==> src/hdl/hsv_rgb_color_converter_top_assert.svh <==
// Assertion macros for the color converter.
`ifndef HSV_RGB_COLOR_CONVERTER_TOP_ASSERT_SVH
`define HSV_RGB_COLOR_CONVERTER_TOP_ASSERT_SVH

`ifndef SYNTHESIS
`define HRC_ASSERT(lbl, clk, rstn, prop, msg) \
    lbl: assert property (@(posedge clk) disable iff (!rstn) prop) else $error(msg);
`define HRC_NEVER(lbl, clk, rstn, cond, msg) \
    lbl: assert property (@(posedge clk) disable iff (!rstn) !(cond)) else $error(msg);
`else
`define HRC_ASSERT(lbl, clk, rstn, prop, msg)
`define HRC_NEVER(lbl, clk, rstn, cond, msg)
`endif

`endif

==> src/hdl/hrc_pkg.sv <==
package hrc_pkg;

    localparam int QUO_BITS = 8;

    localparam logic [7:0] SECTOR         = 8'd43;
    localparam logic [7:0] HUE_BASE_GREEN = 8'd85;
    localparam logic [7:0] HUE_BASE_BLUE  = 8'd171;
    localparam logic [7:0] FULL_SCALE     = 8'd255;

    localparam logic MODE_HSV2RGB = 1'b0;
    localparam logic MODE_RGB2HSV = 1'b1;

    localparam logic [1:0] SEL_RED   = 2'd0;
    localparam logic [1:0] SEL_GREEN = 2'd1;
    localparam logic [1:0] SEL_BLUE  = 2'd2;

    localparam logic [2:0] REGION_0 = 3'd0;
    localparam logic [2:0] REGION_1 = 3'd1;
    localparam logic [2:0] REGION_2 = 3'd2;
    localparam logic [2:0] REGION_3 = 3'd3;
    localparam logic [2:0] REGION_4 = 3'd4;
    localparam logic [2:0] REGION_5 = 3'd5;

    // Work word carried down the divider chain; each mode uses its own fields.
    typedef struct packed {
        logic        mode;
        logic [7:0]  v;
        logic [7:0]  s;
        logic [2:0]  region;
        logic [7:0]  sr;
        logic [7:0]  st;
        logic [7:0]  mx;
        logic [1:0]  sel;
        logic        neg;
        logic        grey;
        logic [15:0] r1;
        logic [7:0]  d1;
        logic [7:0]  q1;
        logic [13:0] r2;
        logic [7:0]  d2;
        logic [7:0]  q2;
    } t_work;

endpackage

==> src/hdl/hrc_front.sv <==
module hrc_front
    import hrc_pkg::*;
(
    input  logic       i_clk,
    input  logic       i_rst_n,
    input  logic       i_valid,
    output logic       o_ready,
    input  logic       i_mode,
    input  logic [7:0] i_in_first,
    input  logic [7:0] i_in_second,
    input  logic [7:0] i_in_third,
    output logic       o_valid,
    input  logic       i_ready,
    output t_work      o_work
);

    logic        r_valid;
    t_work       r_work;
    t_work       n_work;
    logic [7:0]  start;
    logic [7:0]  hd;
    logic [10:0] rem_w;
    logic [7:0]  rem;
    logic [15:0] prod_sr;
    logic [15:0] prod_st;
    logic [7:0]  mx;
    logic [7:0]  mn;
    logic [7:0]  d;
    logic [8:0]  diff;
    logic [7:0]  mag;
    logic [13:0] r2_w;

    assign o_ready = !r_valid || i_ready;
    assign o_valid = r_valid;
    assign o_work  = r_work;

    always_comb begin
        // hue sector by compare chain
        priority if (i_in_first < SECTOR) begin
            n_work.region = REGION_0; start = 8'd0;
        end else if (i_in_first < 8'd86) begin
            n_work.region = REGION_1; start = 8'd43;
        end else if (i_in_first < 8'd129) begin
            n_work.region = REGION_2; start = 8'd86;
        end else if (i_in_first < 8'd172) begin
            n_work.region = REGION_3; start = 8'd129;
        end else if (i_in_first < 8'd215) begin
            n_work.region = REGION_4; start = 8'd172;
        end else begin
            n_work.region = REGION_5; start = 8'd215;
        end
        hd      = i_in_first - start;
        rem_w   = {3'b0, hd} * 11'd6;
        rem     = rem_w[7:0];
        prod_sr = {8'b0, i_in_second} * {8'b0, rem};
        prod_st = {8'b0, i_in_second} * {8'b0, FULL_SCALE - rem};

        mx = i_in_first;
        mn = i_in_first;
        if (i_in_second > mx) mx = i_in_second;
        if (i_in_third > mx)  mx = i_in_third;
        if (i_in_second < mn) mn = i_in_second;
        if (i_in_third < mn)  mn = i_in_third;
        d = mx - mn;

        // ties go to red, then green
        priority if (mx == i_in_first) begin
            n_work.sel = SEL_RED;
            diff = {1'b0, i_in_second} - {1'b0, i_in_third};
        end else if (mx == i_in_second) begin
            n_work.sel = SEL_GREEN;
            diff = {1'b0, i_in_third} - {1'b0, i_in_first};
        end else begin
            n_work.sel = SEL_BLUE;
            diff = {1'b0, i_in_first} - {1'b0, i_in_second};
        end
        mag  = diff[8] ? 8'(-diff) : diff[7:0];
        r2_w = {6'b0, mag} * 14'd43;

        n_work.mode = i_mode;
        n_work.v    = i_in_third;
        n_work.s    = i_in_second;
        n_work.sr   = prod_sr[15:8];
        n_work.st   = prod_st[15:8];
        n_work.mx   = mx;
        n_work.neg  = diff[8];
        n_work.grey = (d == 8'd0);
        n_work.r1   = {d, 8'b0} - {8'b0, d};
        n_work.d1   = mx;
        n_work.q1   = '0;
        n_work.r2   = r2_w;
        n_work.d2   = d;
        n_work.q2   = '0;
    end

    always_ff @(posedge i_clk) begin
        if (!i_rst_n) begin
            r_valid <= 1'b0;
        end else if (o_ready) begin
            r_valid <= i_valid;
        end
        if (o_ready && i_valid) begin
            r_work <= n_work;
        end
    end

endmodule

==> src/hdl/hrc_div_cell.sv <==
module hrc_div_cell
    import hrc_pkg::*;
#(
    parameter int BIT = 0
)
(
    input  logic  i_clk,
    input  logic  i_rst_n,
    input  logic  i_valid,
    output logic  o_ready,
    input  t_work i_work,
    output logic  o_valid,
    input  logic  i_ready,
    output t_work o_work
);

    logic        r_valid;
    t_work       r_work;
    t_work       n_work;
    logic [15:0] ds1;
    logic [15:0] ds2;
    logic [15:0] r2x;
    logic [15:0] r2n;

    assign o_ready = !r_valid || i_ready;
    assign o_valid = r_valid;
    assign o_work  = r_work;

    // one quotient bit of each division
    always_comb begin
        n_work = i_work;
        ds1    = {8'b0, i_work.d1} << BIT;
        ds2    = {8'b0, i_work.d2} << BIT;
        r2x    = {2'b0, i_work.r2};
        r2n    = r2x - ds2;
        if (i_work.r1 >= ds1) begin
            n_work.r1     = i_work.r1 - ds1;
            n_work.q1[BIT] = 1'b1;
        end
        if (r2x >= ds2) begin
            n_work.r2      = r2n[13:0];
            n_work.q2[BIT] = 1'b1;
        end
    end

    always_ff @(posedge i_clk) begin
        if (!i_rst_n) begin
            r_valid <= 1'b0;
        end else if (o_ready) begin
            r_valid <= i_valid;
        end
        if (o_ready && i_valid) begin
            r_work <= n_work;
        end
    end

endmodule

==> src/hdl/hrc_back.sv <==
module hrc_back
    import hrc_pkg::*;
(
    input  logic       i_clk,
    input  logic       i_rst_n,
    input  logic       i_valid,
    output logic       o_ready,
    input  t_work      i_work,
    output logic       o_valid,
    input  logic       i_stall,
    output logic       o_mode,
    output logic [7:0] o_out_first,
    output logic [7:0] o_out_second,
    output logic [7:0] o_out_third
);

    logic        r_valid;
    logic        r_mode;
    logic [7:0]  r_first;
    logic [7:0]  r_second;
    logic [7:0]  r_third;
    logic [7:0]  n_first;
    logic [7:0]  n_second;
    logic [7:0]  n_third;
    logic [15:0] pp;
    logic [15:0] pq;
    logic [15:0] pt;
    logic [7:0]  p;
    logic [7:0]  q;
    logic [7:0]  t;
    logic [7:0]  v;
    logic [7:0]  base;
    logic [7:0]  off;

    assign o_ready      = !r_valid || !i_stall;
    assign o_valid      = r_valid;
    assign o_mode       = r_mode;
    assign o_out_first  = r_first;
    assign o_out_second = r_second;
    assign o_out_third  = r_third;

    always_comb begin
        v  = i_work.v;
        pp = {8'b0, v} * {8'b0, FULL_SCALE - i_work.s};
        pq = {8'b0, v} * {8'b0, FULL_SCALE - i_work.sr};
        pt = {8'b0, v} * {8'b0, FULL_SCALE - i_work.st};
        p  = pp[15:8];
        q  = pq[15:8];
        t  = pt[15:8];

        unique case (i_work.sel)
            SEL_GREEN: base = HUE_BASE_GREEN;
            SEL_BLUE:  base = HUE_BASE_BLUE;
            default:   base = 8'd0;
        endcase
        off = i_work.neg ? (8'd0 - i_work.q2) : i_work.q2;

        if (i_work.mode == MODE_RGB2HSV) begin
            n_third  = i_work.mx;
            n_second = (i_work.mx == 8'd0) ? 8'd0 : i_work.q1;
            n_first  = i_work.grey ? 8'd0 : base + off;
        end else if (i_work.s == 8'd0) begin
            n_first  = v;
            n_second = v;
            n_third  = v;
        end else begin
            unique case (i_work.region)
                REGION_0: begin n_first = v; n_second = t; n_third = p; end
                REGION_1: begin n_first = q; n_second = v; n_third = p; end
                REGION_2: begin n_first = p; n_second = v; n_third = t; end
                REGION_3: begin n_first = p; n_second = q; n_third = v; end
                REGION_4: begin n_first = t; n_second = p; n_third = v; end
                default:  begin n_first = v; n_second = p; n_third = q; end
            endcase
        end
    end

    always_ff @(posedge i_clk) begin
        if (!i_rst_n) begin
            r_valid <= 1'b0;
        end else if (o_ready) begin
            r_valid <= i_valid;
        end
        if (o_ready && i_valid) begin
            r_mode   <= i_work.mode;
            r_first  <= n_first;
            r_second <= n_second;
            r_third  <= n_third;
        end
    end

endmodule

==> src/hdl/hsv_rgb_color_converter_top.sv <==
// 8-bit HSV/RGB color converter, direction chosen per item by i_mode. Fully
// pipelined: one item per clock while i_stall is low, through an input stage, a chain of
// eight divider cells that each resolve one quotient bit of the saturation and
// hue divisions, and an output stage. Stages hold independently, so the
// pipeline keeps filling while a finished item waits at the output.
`include "hsv_rgb_color_converter_top_assert.svh"

module hsv_rgb_color_converter_top
    import hrc_pkg::*;
(
    input  logic       i_clk,
    input  logic       i_rst_n,
    input  logic       i_valid,
    output logic       o_stall,
    input  logic       i_mode,
    input  logic [7:0] i_in_first,
    input  logic [7:0] i_in_second,
    input  logic [7:0] i_in_third,
    output logic       o_valid,
    input  logic       i_stall,
    output logic [7:0] o_out_first,
    output logic [7:0] o_out_second,
    output logic [7:0] o_out_third
);

    logic                front_ready;
    logic [QUO_BITS:0]   cv;
    logic [QUO_BITS:0]   cr;
    t_work               cw [QUO_BITS+1];
    logic                out_mode;

    assign o_stall = !front_ready;

    hrc_front u_front (
        .i_clk       (i_clk),
        .i_rst_n     (i_rst_n),
        .i_valid     (i_valid),
        .o_ready     (front_ready),
        .i_mode      (i_mode),
        .i_in_first  (i_in_first),
        .i_in_second (i_in_second),
        .i_in_third  (i_in_third),
        .o_valid     (cv[0]),
        .i_ready     (cr[0]),
        .o_work      (cw[0])
    );

    // quotient bits resolved MSB first
    for (genvar k = 0; k < QUO_BITS; k++) begin : g_cell
        hrc_div_cell #(.BIT(QUO_BITS - 1 - k)) u_cell (
            .i_clk   (i_clk),
            .i_rst_n (i_rst_n),
            .i_valid (cv[k]),
            .o_ready (cr[k]),
            .i_work  (cw[k]),
            .o_valid (cv[k+1]),
            .i_ready (cr[k+1]),
            .o_work  (cw[k+1])
        );
    end

    hrc_back u_back (
        .i_clk        (i_clk),
        .i_rst_n      (i_rst_n),
        .i_valid      (cv[QUO_BITS]),
        .o_ready      (cr[QUO_BITS]),
        .i_work       (cw[QUO_BITS]),
        .o_valid      (o_valid),
        .i_stall      (i_stall),
        .o_mode       (out_mode),
        .o_out_first  (o_out_first),
        .o_out_second (o_out_second),
        .o_out_third  (o_out_third)
    );

    `HRC_NEVER(a_stall_needs_full_front, i_clk, i_rst_n, o_stall && !cv[0], "stall with empty input stage")
    `HRC_NEVER(a_grey_hue_zero, i_clk, i_rst_n, o_valid && out_mode == MODE_RGB2HSV && o_out_second == 8'd0 && o_out_first != 8'd0, "nonzero hue at zero saturation")
    `HRC_ASSERT(a_full_chain_holds, i_clk, i_rst_n, (o_valid && i_stall && cv[QUO_BITS]) |=> cv[QUO_BITS], "chain item lost")

endmodule
==> config.mk <==
export PLATFORM = sky130hd
export DESIGN_NAME = hsv_rgb_color_converter_top
export DESIGN_NICKNAME = d
export VERILOG_FILES = /design/src/hdl/hrc_pkg.sv /design/src/hdl/hrc_front.sv /design/src/hdl/hrc_div_cell.sv /design/src/hdl/hrc_back.sv /design/src/hdl/hsv_rgb_color_converter_top.sv
export VERILOG_INCLUDE_DIRS = /design/src /design/src/hdl
export SDC_FILE = /design/constraint.sdc
export NUM_CORES = 2
export LEC_CHECK = 0
export BUFFER_PORTS_ARGS = -buffer_cell sky130_fd_sc_hd__buf_2
export CORE_MARGIN = 2
export CORE_UTILIZATION = 65
export DETAILED_ROUTE_END_ITERATION = 10
export GPL_TIMING_DRIVEN = 0
export PLACE_DENSITY = 0.87
export SLEW_MARGIN = 40
export SYNTH_ARGS = -nofsm -noshare
export SYNTH_HDL_FRONTEND = slang
export SYNTH_HIERARCHICAL = 1
export SYNTH_SLANG_ARGS = --single-unit
==> constraint.sdc <==
create_clock -name i_clk -period 12.3 [get_ports i_clk]
set_clock_uncertainty 0.2 [all_clocks]
set_input_delay 0.615 -clock i_clk [delete_from_list [all_inputs] [get_ports i_clk]]
set_output_delay 0.615 -clock i_clk [all_outputs]
set_load 0.01 [all_outputs]
==> impl_metrics.json <==
{
  "grt_pass1_vias": 34700,
  "largest_fanout_of_any_net_on_the_critical_path": 10,
  "clk_pin_slew_ns": 0.06,
  "power_switching_uw": 4910,
  "fin_crit_share_pct": 87.8,
  "post_cts.resized_instances": 0,
  "power_per_cell_area_nw_per_um2": 228,
  "critical-path-top-delay-family": "compound AO/OA/AOI/OAI gates",
  "grt_first_pass_wirelength_um": 195000,
  "pwr-share-clk_pct": 21.0,
  "syn_avg_cell_area_um2": 12.8,
  "finalWorstPathRequiredPeriod_ns": 10.80,
  "floorplan.core_area_um2": 80500,
  "die-area_um2": 83600,
  "cp_peak_stage_delay_ns": 0.65,
  "clock_sink_count": 953,
  "crit_path_end": "u_front/o_work[29]",
  "timing.hold.worst.class": "input port to flop",
  "cpMaxStageDelayCell": "sky130_fd_sc_hd__or4b_1",
  "worst-path-buf-inv": 9,
  "postCtsHoldBufs": 3,
  "synth_area_um2": 52900,
  "clkLatencyLatePin_ns": 0.67,
  "critical_path.reg2reg.startpoint": "g_cell[7].u_cell/o_work[104]",
  "antenna-diode-count": 0,
  "timing.final.setup_violations": 0,
  "cts_tree": "built",
  "drc": 0,
  "number_of_antenna_violations_at_the_first_check_in_global_routing": 0,
  "hold-worst-slack_ns": 0.0555,
  "ctsRootBufferMaster": "sky130_fd_sc_hd__clkbuf_16",
  "crit_arrival_ns": 11.02,
  "final_net_count": 4933,
  "avgViaCountPerCell": 6.27,
  "route.detailed.wl_per_inst_um": 22.7,
  "grtUsageTotal_pct": 30.4,
  "sequentialPowerShare_pct": 32.1,
  "detailedPlacementHpwl_um": 81300,
  "wirelength_um": 124000,
  "vias_after_detailed_routing": 34100,
  "area_growth_pct": 9.47,
  "timing.critical_path.depth": 39,
  "crit-reg2reg-capture": "u_back/o_out_first[3]",
  "floorplan.initialDensity_pct": 65.6,
  "leakage_uw": 0.0226,
  "htree_num_levels": 3,
  "cp.required_ns": 12.52,
  "class_of_the_most_critical_setup_path": "input port to flop",
  "final-hold-violation-count": 0,
  "status": "finished, final reports clean",
  "tightestPinTransition_ns": 0.959,
  "worst-r2r-setup-slack_ns": 5.20,
  "violation_count_after_the_first_detailed_routing_iteration": 3692,
  "grt_start_max_net_pins": 47,
  "timing.critical_path.to_type": "flop",
  "remaining_max_slew_budget_at_the_tightest_pin_pct": 36.1,
  "clock_path_buffers": 3,
  "p_int_uw": 8310,
  "rsz_0062_raised_after_global_routing": "no",
  "share_of_cells_above_drive_strength_1_pct": 10.0,
  "worst_setup_sp": "i_in_second[5]",
  "floorplan.die.height_um": 289,
  "design.portCount": 55,
  "tritoncts.num_buffers": 91,
  "timing.critical_path.from_type": "input port",
  "worst_ir_drop_vdd_mv": 0.766,
  "combPwrFrac_pct": 46.9,
  "max_cap_viol_count": 0,
  "timing_max_transition_violations_final": 0,
  "synthesis.instances": 4132,
  "synth-warning-count": 6,
  "routabilityCongestion": 0.968,
  "worstRegToRegCells": 17,
  "die_w_um": 289,
  "numPortBuffers": 54,
  "post_cts_buffers": 0,
  "globalRouteOverflowTotal": 0,
  "placement_rows": 104,
  "worst_slack_ns": 1.50,
  "netSwitchingFraction_pct": 37.1,
  "preCtsSetupSlack_ns": 0.992,
  "fmaxAchievable_mhz": 92.6,
  "drt_pass1_iterations": 7,
  "number_of_nets_with_antenna_violations_after_detailed_routing": 0,
  "fin_tns_setup_ns": 0
}
power by group through the flow:
stage | clock [uW] | combinational (uW) | sequential (uW)
finish | 2770 | 6210 | 4250
global route | 2920 | 6860 | 4260
CTS | 2800 | 6120 | 4240
detailed placement | 0 | 5780 | 4300
global placement | 0 | 5290 | 4300
floorplan | 0 | 4450 | 4240
worst register-to-register path: cells and delay by family (launching register included):
kind | cells | cell delay [ns]
AO/OA/AOI/OAI | 5 | 1.86
adder cells (fa/ha/maj) | 5 | 2.42
buffers and inverters | 4 | 1.45
flip-flops | 1 | 0.35
AND/OR/NAND/NOR | 3 | 0.51
worst min path at each step:
stage | start | end | slack [ns] | cells past startpoint
global route | i_in_third[0] | u_front/o_work[101] | 0.02 | 1
detailed placement | u_front/o_work[86] | g_cell[0].u_cell/o_work[86] | 0.20 | 0
global placement | g_cell[1].u_cell/o_work[4] | g_cell[2].u_cell/o_work[4] | 0.20 | 0
finish | i_in_third[0] | u_front/o_work[101] | 0.06 | 1
floorplan | u_front/o_work[100] | g_cell[0].u_cell/o_work[100] | 0.20 | 0
CTS | i_in_second[5] | u_front/o_work[98] | 0.007 | 1
cells in the final DEF, fill, tap and decap left out, types with 92 or more instances in the layout:
cell type,instances
sky130_fd_sc_hd__nor2b_1,135
sky130_fd_sc_hd__edfxtp_1,943
sky130_fd_sc_hd__clkbuf_16,92
sky130_fd_sc_hd__a21oi_1,182
sky130_fd_sc_hd__nor2_1,274
sky130_fd_sc_hd__o21ai_0,112
sky130_fd_sc_hd__nand2_1,175
sky130_fd_sc_hd__ha_1,390
sky130_fd_sc_hd__xnor2_1,116
sky130_fd_sc_hd__fa_1,200
sky130_fd_sc_hd__inv_1,476
sky130_fd_sc_hd__nand2b_1,92
sequential cells by signal, indices dropped and copies added, names as in the netlist:
signal and cells:
u_front/o_work 85, u_front/o_valid 1, u_back/o_out_second 8, u_back/o_out_third 8, u_back/o_out_first 8, g_cell.u_cell/o_valid 8, g_cell.u_cell/o_work 834, u_back/o_valid 1
per-stage QoR:
step                      util [%]  cells  instance area, um2  power (uW)
after global placement        67.7   5261               54500        9590
after global routing          71.8   5447               57900       14000
after CTS                     71.8   5447               57900       13200
after detailed placement      68.2   5278               54900       10100
final                         71.8   5447               57900       13200
after floorplan                  -   4147               52900        8690
metal layers:
| layer | vias up | GRT usage (%) | share of wire, % |
|---|---|---|---|
| li1 | 15100 | - | - |
| met2 | 2037 | 50.9 | 49 |
| met4 | 0 | 14.1 | 5.1 |
| met3 | 438 | 4.87 | 8.2 |
| met5 | - | 0 | 0 |
| met1 | 16600 | 39.2 | 38 |
cell type report:
type                            instances  area, um2
Timing Repair Buffer                   74        641
Clock buffer                          113       2380
Multi-Input combinational cell       2600      22000
Inverter                              487       1830
Sequential cell                       953      28500
Clock inverter                         53        552
Fill cell                            4819      22700
Buffer                                107        656
Tap cell                             1060       1330
(Power assumes the default switching activity.)
